## config.mk

```make
export PLATFORM = sky130hd
export DESIGN_NAME = task_slot_round_robin_scheduler
export DESIGN_NICKNAME = d
export VERILOG_FILES = /design/src/hw/rtl/tsrr_pkg.sv /design/src/hw/rtl/tsrr_ptr_mem.sv /design/src/hw/rtl/tsrr_sched_ctl.sv /design/src/hw/rtl/task_slot_round_robin_scheduler.sv
export SDC_FILE = /design/constraint.sdc
export NUM_CORES = 1
export LEC_CHECK = 0
export BUFFER_PORTS_ARGS = -buffer_cell sky130_fd_sc_hd__buf_2
export CAP_MARGIN = 0
export CORE_ASPECT_RATIO = 2
export CORE_MARGIN = 3
export CORE_UTILIZATION = 45
export DETAILED_ROUTE_END_ITERATION = 16
export GPL_TIMING_DRIVEN = 0
export HOLD_SLACK_MARGIN = 0.06
export PLACE_DENSITY = 0.6
export SYNTH_ARGS = -nofsm -noshare
export SYNTH_HDL_FRONTEND = slang
export SYNTH_SLANG_ARGS = --single-unit
```

## constraint.sdc

```tcl
create_clock -name clk -period 12 [get_ports clk]
set_clock_uncertainty 0.05 [all_clocks]
set_input_delay 0.6 -clock clk [delete_from_list [all_inputs] [get_ports clk]]
set_output_delay 0.6 -clock clk [all_outputs]
set_load 0.02 [all_outputs]
```

## src/hw/rtl/tsrr_pkg.sv

```systemverilog
// Shared types and constants for the task-slot round-robin scheduler.
package tsrr_pkg;

	localparam int SLOT_COUNT = 8;
	localparam int IDX_W      = (SLOT_COUNT > 1) ? $clog2(SLOT_COUNT) : 1;
	localparam int PTR_W      = 64;

	localparam logic [1:0] OP_CREATE = 2'd0;
	localparam logic [1:0] OP_YIELD  = 2'd1;
	localparam logic [1:0] OP_QUERY  = 2'd2;

	localparam logic [1:0] ST_UNUSED  = 2'd0;
	localparam logic [1:0] ST_READY   = 2'd1;
	localparam logic [1:0] ST_RUNNING = 2'd2;

	localparam logic [3:0] COUNT_MAX = 4'd15;

	typedef struct packed {
		logic [1:0]       opcode;
		logic [PTR_W-1:0] stack_pointer;
		logic [2:0]       query_slot;
	} req_t;

	typedef struct packed {
		logic             accepted;
		logic [2:0]       slot_index;
		logic             switched;
		logic             had_previous;
		logic [2:0]       previous_slot;
		logic [PTR_W-1:0] next_pointer;
		logic [1:0]       slot_state;
	} rsp_t;

	typedef struct packed {
		logic             wr_en;
		logic [IDX_W-1:0] wr_addr;
		logic [PTR_W-1:0] wr_data;
		logic             rd_en;
		logic [IDX_W-1:0] rd_addr;
	} mem_req_t;

endpackage

```

## src/hw/rtl/tsrr_ptr_mem.sv

```systemverilog
// Saved stack pointer memory: one write port, one registered read port.
module tsrr_ptr_mem (
	input  logic                     clk,
	input  tsrr_pkg::mem_req_t       mem,
	output logic [tsrr_pkg::PTR_W-1:0] rd_data
);
	import tsrr_pkg::*;

	logic [PTR_W-1:0] ptr_mem_q [SLOT_COUNT];
	logic [PTR_W-1:0] rd_data_q;

	always_ff @(posedge clk) begin
		if (mem.wr_en) begin
			ptr_mem_q[mem.wr_addr] <= mem.wr_data;
		end
		if (mem.rd_en) begin
			rd_data_q <= ptr_mem_q[mem.rd_addr];
		end
	end

	assign rd_data = rd_data_q;

endmodule

```

## src/hw/rtl/tsrr_sched_ctl.sv

```systemverilog
// Slot state table, slot searches and per-operation decisions.
module tsrr_sched_ctl (
	input  logic               clk,
	input  logic               arst_n,
	input  tsrr_pkg::req_t     req,
	input  logic               take,
	output tsrr_pkg::rsp_t     rsp,
	output tsrr_pkg::mem_req_t mem
);
	import tsrr_pkg::*;

	logic [1:0]       states_q [SLOT_COUNT];
	logic             cur_valid_q;
	logic [IDX_W-1:0] cur_q;
	logic [3:0]       count_q;

	logic             free_found;
	logic [IDX_W-1:0] free_idx;
	logic             run_found;
	logic [IDX_W-1:0] run_idx;
	logic [IDX_W-1:0] start;
	logic             create_ok;
	logic             do_switch;

	always_comb begin
		logic [IDX_W:0] pos;
		free_found = 1'b0;
		free_idx   = '0;
		for (int i = 0; i < SLOT_COUNT; i++) begin
			if (!free_found && states_q[i] == ST_UNUSED) begin
				free_found = 1'b1;
				free_idx   = IDX_W'(i);
			end
		end

		if (!cur_valid_q || cur_q == IDX_W'(SLOT_COUNT - 1)) begin
			start = '0;
		end else begin
			start = cur_q + IDX_W'(1);
		end

		run_found = 1'b0;
		run_idx   = '0;
		for (int i = 0; i < SLOT_COUNT; i++) begin
			pos = {1'b0, start} + (IDX_W+1)'(i);
			if (pos >= (IDX_W+1)'(SLOT_COUNT)) begin
				pos = pos - (IDX_W+1)'(SLOT_COUNT);
			end
			if (!run_found && (states_q[pos[IDX_W-1:0]] == ST_READY
					|| states_q[pos[IDX_W-1:0]] == ST_RUNNING)) begin
				run_found = 1'b1;
				run_idx   = pos[IDX_W-1:0];
			end
		end
	end

	assign create_ok = (req.opcode == OP_CREATE) && free_found;
	assign do_switch = (req.opcode == OP_YIELD) && (count_q != 4'd0) && run_found
		&& !(cur_valid_q && run_idx == cur_q);

	always_comb begin
		rsp          = '0;
		rsp.accepted = 1'b1;
		unique case (req.opcode)
			OP_CREATE: begin
				rsp.accepted   = free_found;
				rsp.slot_index = free_found ? 3'(free_idx) : 3'd0;
			end
			OP_YIELD: begin
				if (do_switch) begin
					rsp.slot_index    = 3'(run_idx);
					rsp.switched      = 1'b1;
					rsp.had_previous  = cur_valid_q;
					rsp.previous_slot = cur_valid_q ? 3'(cur_q) : 3'd0;
				end
			end
			OP_QUERY: begin
				if (int'(req.query_slot) < SLOT_COUNT) begin
					rsp.slot_state = states_q[IDX_W'(req.query_slot)];
				end
			end
			default: begin
			end
		endcase
	end

	always_comb begin
		mem.wr_en   = take && (create_ok || (do_switch && cur_valid_q));
		mem.wr_addr = create_ok ? free_idx : cur_q;
		mem.wr_data = req.stack_pointer;
		mem.rd_en   = take && do_switch;
		mem.rd_addr = run_idx;
	end

	always_ff @(posedge clk or negedge arst_n) begin
		if (!arst_n) begin
			for (int i = 0; i < SLOT_COUNT; i++) begin
				states_q[i] <= ST_UNUSED;
			end
			cur_valid_q <= 1'b0;
			cur_q       <= '0;
			count_q     <= '0;
		end else if (take) begin
			if (create_ok) begin
				states_q[free_idx] <= ST_READY;
				if (count_q != COUNT_MAX) begin
					count_q <= count_q + 4'd1;
				end
			end
			if (do_switch) begin
				if (cur_valid_q) begin
					states_q[cur_q] <= ST_READY;
				end
				states_q[run_idx] <= ST_RUNNING;
				cur_q             <= run_idx;
				cur_valid_q       <= 1'b1;
			end
		end
	end

endmodule

```

## src/hw/rtl/task_slot_round_robin_scheduler.sv

```systemverilog
// Top level of the task-slot round-robin scheduler.
// Create, query, unused opcodes and yield without a switch: result registered in the cycle
// after the beat, one beat per cycle while the output is not stalled.
// Yield with a switch: the result waits in a hold register for the registered read of the
// pointer memory; the next request is held off while that read is pending.
// Reset: all slots unused, no current slot, created count zero; pointers undefined until
// written. No clearing pass.
module task_slot_round_robin_scheduler (
	input  logic           clk,
	input  logic           arst_n,
	input  logic           req_valid,
	output logic           req_stall,
	input  tsrr_pkg::req_t req,
	output logic           rsp_valid,
	input  logic           rsp_stall,
	output tsrr_pkg::rsp_t rsp
);
	import tsrr_pkg::*;

	logic             take;
	rsp_t             ctl_rsp;
	mem_req_t         mem;
	logic [PTR_W-1:0] rd_data;
	logic             pend_s1;
	rsp_t             hold_s1;
	rsp_t             joined;
	logic             out_valid_q;
	rsp_t             out_q;

	assign req_stall = pend_s1 || (out_valid_q && rsp_stall);
	assign take      = req_valid && !req_stall;

	tsrr_sched_ctl u_ctl (
		.clk    (clk),
		.arst_n (arst_n),
		.req    (req),
		.take   (take),
		.rsp    (ctl_rsp),
		.mem    (mem)
	);

	tsrr_ptr_mem u_mem (
		.clk     (clk),
		.mem     (mem),
		.rd_data (rd_data)
	);

	always_comb begin
		joined              = hold_s1;
		joined.next_pointer = rd_data;
	end

	always_ff @(posedge clk or negedge arst_n) begin
		if (!arst_n) begin
			pend_s1     <= 1'b0;
			out_valid_q <= 1'b0;
		end else begin
			pend_s1 <= take && mem.rd_en;
			if (pend_s1 || (take && !mem.rd_en)) begin
				out_valid_q <= 1'b1;
			end else if (!rsp_stall) begin
				out_valid_q <= 1'b0;
			end
		end
	end

	always_ff @(posedge clk) begin
		if (take) begin
			hold_s1 <= ctl_rsp;
		end
		if (pend_s1) begin
			out_q <= joined;
		end else if (take && !mem.rd_en) begin
			out_q <= ctl_rsp;
		end
	end

	assign rsp_valid = out_valid_q;
	assign rsp       = out_q;

endmodule
```

-- After elaboration in Yosys (flattened, before gate mapping)
Memory sizes are Yosys's and may differ from the RTL's. A register that Yosys moved wholly into a read port is not among the register bits.
Cells that the tools add are included.
- bitwise logic cells: 21
- $lt $le $gt $ge: 23
- reduce and logical (&&, ||, !) cells: 72
- add/subtract/negate cells: 17
- equal/unequal tests: 22
- muxes and demuxes: 93
- operator list (kind ; count):
    $mux 75 ; 2
    $mux 16 ; 6
    $mux 3 ; 26
    $ge 4x4->1 const B ; 19
    $bmux 2 s3 ; 9
    $not 3->4 ; 12
    $mux 2 ; 22
    $logic_and 1x1->1 ; 29
    $and 8x8->8 ; 3
    $not 8->8 ; 3
    $or 8x8->8 ; 3
    $sub 3x1->3 const B ; 8
    $mux 1 ; 22
    $demux 2 s3 ; 3
    $eq 2x1->1 const B ; 9
    $eq 2x2->1 const B ; 9
    $logic_not 1->1 ; 18
    $logic_not 2->1 ; 9
    $add 3x3->4 const B ; 4
    $logic_or 1x1->1 ; 12
    $lt 4x1->1 const B ; 3
    $add 3x2->4 const B ; 2
    $mux 8 ; 1
    $pmux 3 s2 ; 1
    13 further kinds ; 13
- output and inout bits: 77
- word-level logic and storage cells: 275
- bits in registers: 112
- memories: 1
- RAM bits: 512
- memories (name ; depth ; bits a word ; rd ports ; clocked after Yosys merged registers in ; write ports ; RTL line ; text):
    u_mem.ptr_mem_q ; 8 ; 64 ; 1 ; 1 ; 1 ; tsrr_ptr_mem.sv:9 ; logic [PTR_W-1:0] ptr_mem_q [SLOT_COUNT];

-- Longest topological paths before layout
- depth after elaboration: 42
- mapped depth: 21

-- By module
From an unflattened synthesis, not the netlist that was laid out.
- cells, all modules: 1508
- area total of the unflattened synthesis: 29072.9 sq um
- modules (own cells, without submodules) (module ; cells an instance ; sequential area each (sq um) ; area an instance (sq um) ; instances):
    tsrr_ptr_mem ; 816 ; 17296.6 ; 21187.8 ; 1
    tsrr_sched_ctl ; 511 ; 600.6 ; 4176.5 ; 1
    task_slot_round_robin_scheduler ; 181 ; 2632.5 ; 3708.6 ; 1

-- Worst setup path before layout
No wires, ideal clock.
- kind: reg2reg
- start point: reg u_ctl.cur_q[1]
- end point: mem u_mem.ptr_mem_q[1][0], enable pin
- clock period less this slack: 9.683 ns
- stages on the path, launching flop included: 18
- path buffers: 3
- required time: 11.366 ns
- path slack: 2.317 ns
- data arrival time: 9.049 ns
- cells stage by stage: dfrtp_1 -> ha_1 -> ha_1 -> nand3b_1 -> buf_2 -> buf_2 -> ha_1 -> buf_1 -> mux2i_1 -> mux2i_1 -> nor3_1 -> o32ai_1 -> or4_4 -> a211oi_2 -> nor3_1 -> o211ai_4 -> o2111ai_1 -> a211oi_1
- cells in the longest elaborated chain, start to end: 42
- elaborated cells on any way between the ends: 132
- RTL lines (what ; RTL line ; text):
    start, declared ; tsrr_sched_ctl.sv:14 ; logic [IDX_W-1:0] cur_q;
    start signal, assigned ; tsrr_sched_ctl.sv:115 ; cur_q <= run_idx;
    parallel branches: the longest is 42 deep, another holds $add 3x1->4 ; - ;
    end, declared ; tsrr_ptr_mem.sv:9 ;
Several ways; the timed one is not identified. The select of a mux whose other input is x is not followed.

-- Worst setup path after layout
- start point: reg u_ctl.cur_q[1]
- end point: mem u_mem.ptr_mem_q[7][17], enable pin
Same word-level chain as after synthesis.

==> qor.txt <==
clock latency at the later pin of the worst-skew pair -> 0.60 ns
area added between synthesis and finish -> 16.0%
net total in the final layout -> 1,926
Initial Util -> 45.8%
Clk pin slew, worst setup/hold paths -> 0.07 ns
via count of the first global-routing pass -> 15,800
mapped cell area -> 26,700 um^2
worst-path fanout max -> 10
starting DRC count in detailed routing -> 1,482
number of antenna violations at the first check in global routing -> 9
Routed WL -> 70,400 um
average instance area after synthesis -> 17.0 um^2
Critical Path Max Stage Delay -> 0.82 ns
classification of the worst-slack hold path -> input pin to flip-flop
Req. time, crit path -> 12.24 ns
Slew @ Worst Pin -> 1.39 ns
routed vias/inst -> 5.87
GRT Residual Overflow -> 0
classification of the worst setup path -> flip-flop to flip-flop
RD Place Congestion -> 0.903
number of clock sinks -> 688
fraction of registers with async set/reset -> 3.78%
total global-route track usage -> 22.4%
number of input and output port buffers inserted -> 149
hold slack final -> 0.174 ns
nature of the critical path startpoint -> flip-flop
core outline area -> 58,300 um^2
number of warning messages in the yosys log -> 0
unrepaired setup endpoints after global routing -> false
final worst setup slack -> 4.22 ns
number of enable-type register cells in the synthesized netlist -> 662
endpoints failing setup -> 0
main area contributors after synthesis -> sky130_fd_sc_hd__edfxtp_1, sky130_fd_sc_hd__a22oi_1, sky130_fd_sc_hd__dfrtp_1, sky130_fd_sc_hd__mux2i_1, sky130_fd_sc_hd__and2_1
total area of multi-input combinational cells -> 5750 um^2
die area -> 62,500 um^2
first-pass GRT wire length -> 102,000 um
time the final worst path needs with I/O delays and setup -> 7.78 ns
cell type contributing the most total cell area after synthesis -> sky130_fd_sc_hd__edfxtp_1
signal arrival time at the worst endpoint -> 8.03 ns
part of the Yosys area used for sequential elements -> 76.9%
FF+latch count, synth -> 688
post-CTS sizing -> 0
Max Buffers Root-to-Sink -> 3
count of buffers added by post-CTS timing repair for setup -> 0
CTS tree -> done
FILL cells -> 4,741
# Max-Cap Violations -> 0
cell chain of the critical path -> ha_1 -> ha_1 -> nand3b_1 -> buf_2 -> buf_2 -> ha_1 -> buf_1 -> mux2i_1 -> mux2i_1 -> nor3_1 -> o32a_1 -> nand2_1 -> o22a_1 -> o31ai_4 -> xnor2_4 -> o2111ai_1 -> and2_1 -> nor3_2 -> buf_8 -> buf_6 -> buf_6
drt pass-1 iters -> 5
cell row count -> 125
ratio of cells with drive above 1 in the final layout -> 21.1%
final core utilization -> 53.1%
crit share post-route -> 64.9%
final number of hold-violating endpoints -> 0
dominant cell by count in the synthesized netlist -> sky130_fd_sc_hd__edfxtp_1
DR DRC count -> 0
Post-DP HPWL -> 49,300 um
Synthesized Nets -> 1,652
Critical Path Most Common Cell -> sky130_fd_sc_hd__ha_1
post-DR wirelength/cell -> 26.6 um
number of nets with antenna violations after routing -> 0
area share of the leading cell type in the synthesized netlist -> 74.5%
highest attainable clock frequency -> 0.128 GHz
I/O Pins -> 150
cell types with the highest counts after synthesis -> sky130_fd_sc_hd__edfxtp_1, sky130_fd_sc_hd__a22oi_1, sky130_fd_sc_hd__and2_1, sky130_fd_sc_hd__nor2_1, sky130_fd_sc_hd__nand2_1
type of destination of the critical path -> flip-flop
total via count in the routed design -> 15,600
TritonCTS Buffers -> 56
height of the die -> 350 um
area after detailed placement -> 29,300 um^2
slowest stage cell, crit path -> sky130_fd_sc_hd__nor3_2
Gate Count Post-Synth -> 1,573
largest net degree at the start of global routing -> 75
Synth Flop Type -> sky130_fd_sc_hd__edfxtp_1
synth unique cells -> 81
die outline width -> 178 um
CTS H-tree depth -> 2
result of the run -> finished, final reports clean
headroom to the max-slew limit -> 6.81%
total area of sequential cells -> 20,500 um^2
worst setup slack after placement -> 4.35 ns
final non-filler cell area -> 31,000 um^2
Root Buffer Master -> sky130_fd_sc_hd__clkbuf_16
fin. max-slew vios -> 0
-- repair_timing --
action | in CTS | in global routing
setup endpoints to repair | 0 | 0
hold buffers | 1 | 0
endpoints found under the hold margin | 26 | 0
-- path summary, 6_finish.rpt --
kind                                                   start                          endpoint  slack, ns  depth (start not counted)
worst min register to register  u_ctl.count_q[3]$_DFFE_PN0P_      u_ctl.count_q[3]$_DFFE_PN0P_       0.46                          1
worst max register to register    u_ctl.cur_q[1]$_DFFE_PN0P_  u_mem.ptr_mem_q[7][17]$_DFFE_PP_       4.22                         21
min in group asynchronous                             arst_n     u_ctl.cur_valid_q$_DFFE_PN0P_       0.53                          2
max in group asynchronous                             arst_n      u_ctl.count_q[0]$_DFFE_PN0P_      10.92                          2
worst min-delay path                               req_valid             rsp_valid$_DFFE_PN0P_       0.17                          3
worst max-delay path              u_ctl.cur_q[1]$_DFFE_PN0P_  u_mem.ptr_mem_q[7][17]$_DFFE_PP_       4.22                         21
-- stage by stage --
step	instances	TNS (ns)
3_5_place_dp	2550	0
2_1_floorplan	1573	0
3_3_place_gp	2484	-1854.75
6_report	2652	0
4_1_cts	2650	0
5_1_grt	2650	0
-- critical path, delay by kind of cell (launching register included) --
family | cells | cell delay, ns
DFF | 1 | 0.52
buffers and inverters | 6 | 1.53
muxes | 2 | 0.82
adders and majority gates | 3 | 0.79
xor gates and xnor gates | 1 | 0.22
AOI/OAI and AO/OA | 4 | 1.59
and+or+nand+nor | 5 | 1.92
-- cell families (layout without fill, tap and decap cells) --
group,after synthesis,in the layout,share of synthesized area [%]
XOR/XNOR,26,26,0.994
adder cells (fa/ha/maj),6,6,0.281
other,0,2,0
AO/OA/AOI/OAI,364,364,10.3
buffers and inverters,107,422,1.79
AND/OR/NAND/NOR,292,292,5.81
multiplexers,90,90,3.95
flip-flops,688,688,76.9
-- flip-flops by register name, summed over array words and instances, names as in the netlist, 3 cells and up --
name	cells
u_mem.ptr_mem_q	512
rsp	75
hold_s1	11
u_ctl.states_q	16
u_ctl.count_q	4
u_ctl.cur_q	3
u_mem.rd_data	64
-- layout make-up --
class	instances	area share [%]
clock buffers	72	4.79
clock inverters	27	0.598
flip-flops and latches	688	66.3
inverters	20	0.242
plain buffers	87	1.30
multi-input cells	778	18.6
well taps	762	3.08
diodes	2	0.0162
repair buffers	216	5.15
-- cells in the final DEF, fill, tap and decap left out, drive strengths merged, types with 30 or more instances in the layout --
cell type and count:
edfxtp 662, mux2i 49, buf 254, nand4 32, nand3 32, clkbuf 120, nor2 59, a21oi 39
o21ai 30, a22oi 168, nand2 54, and2 69, mux2 32
-- per-layer routing --
layer / wire [um] / vias up / share of wire (%) / global-route usage [%]
met2: 37100 / 599 / 53 / 40.0
li1: - / 6884 / - / -
met5: 48 / - / 0.068 / 0
met3: 3940 / 157 / 5.6 / 3.03
met1: 26400 / 7910 / 38 / 27.1
met4: 2910 / 8 / 4.1 / 8.96
Power is left out: the tool's default activity adds up to more than one toggle a clock period on the data nets, which glitch-free logic cannot reach.
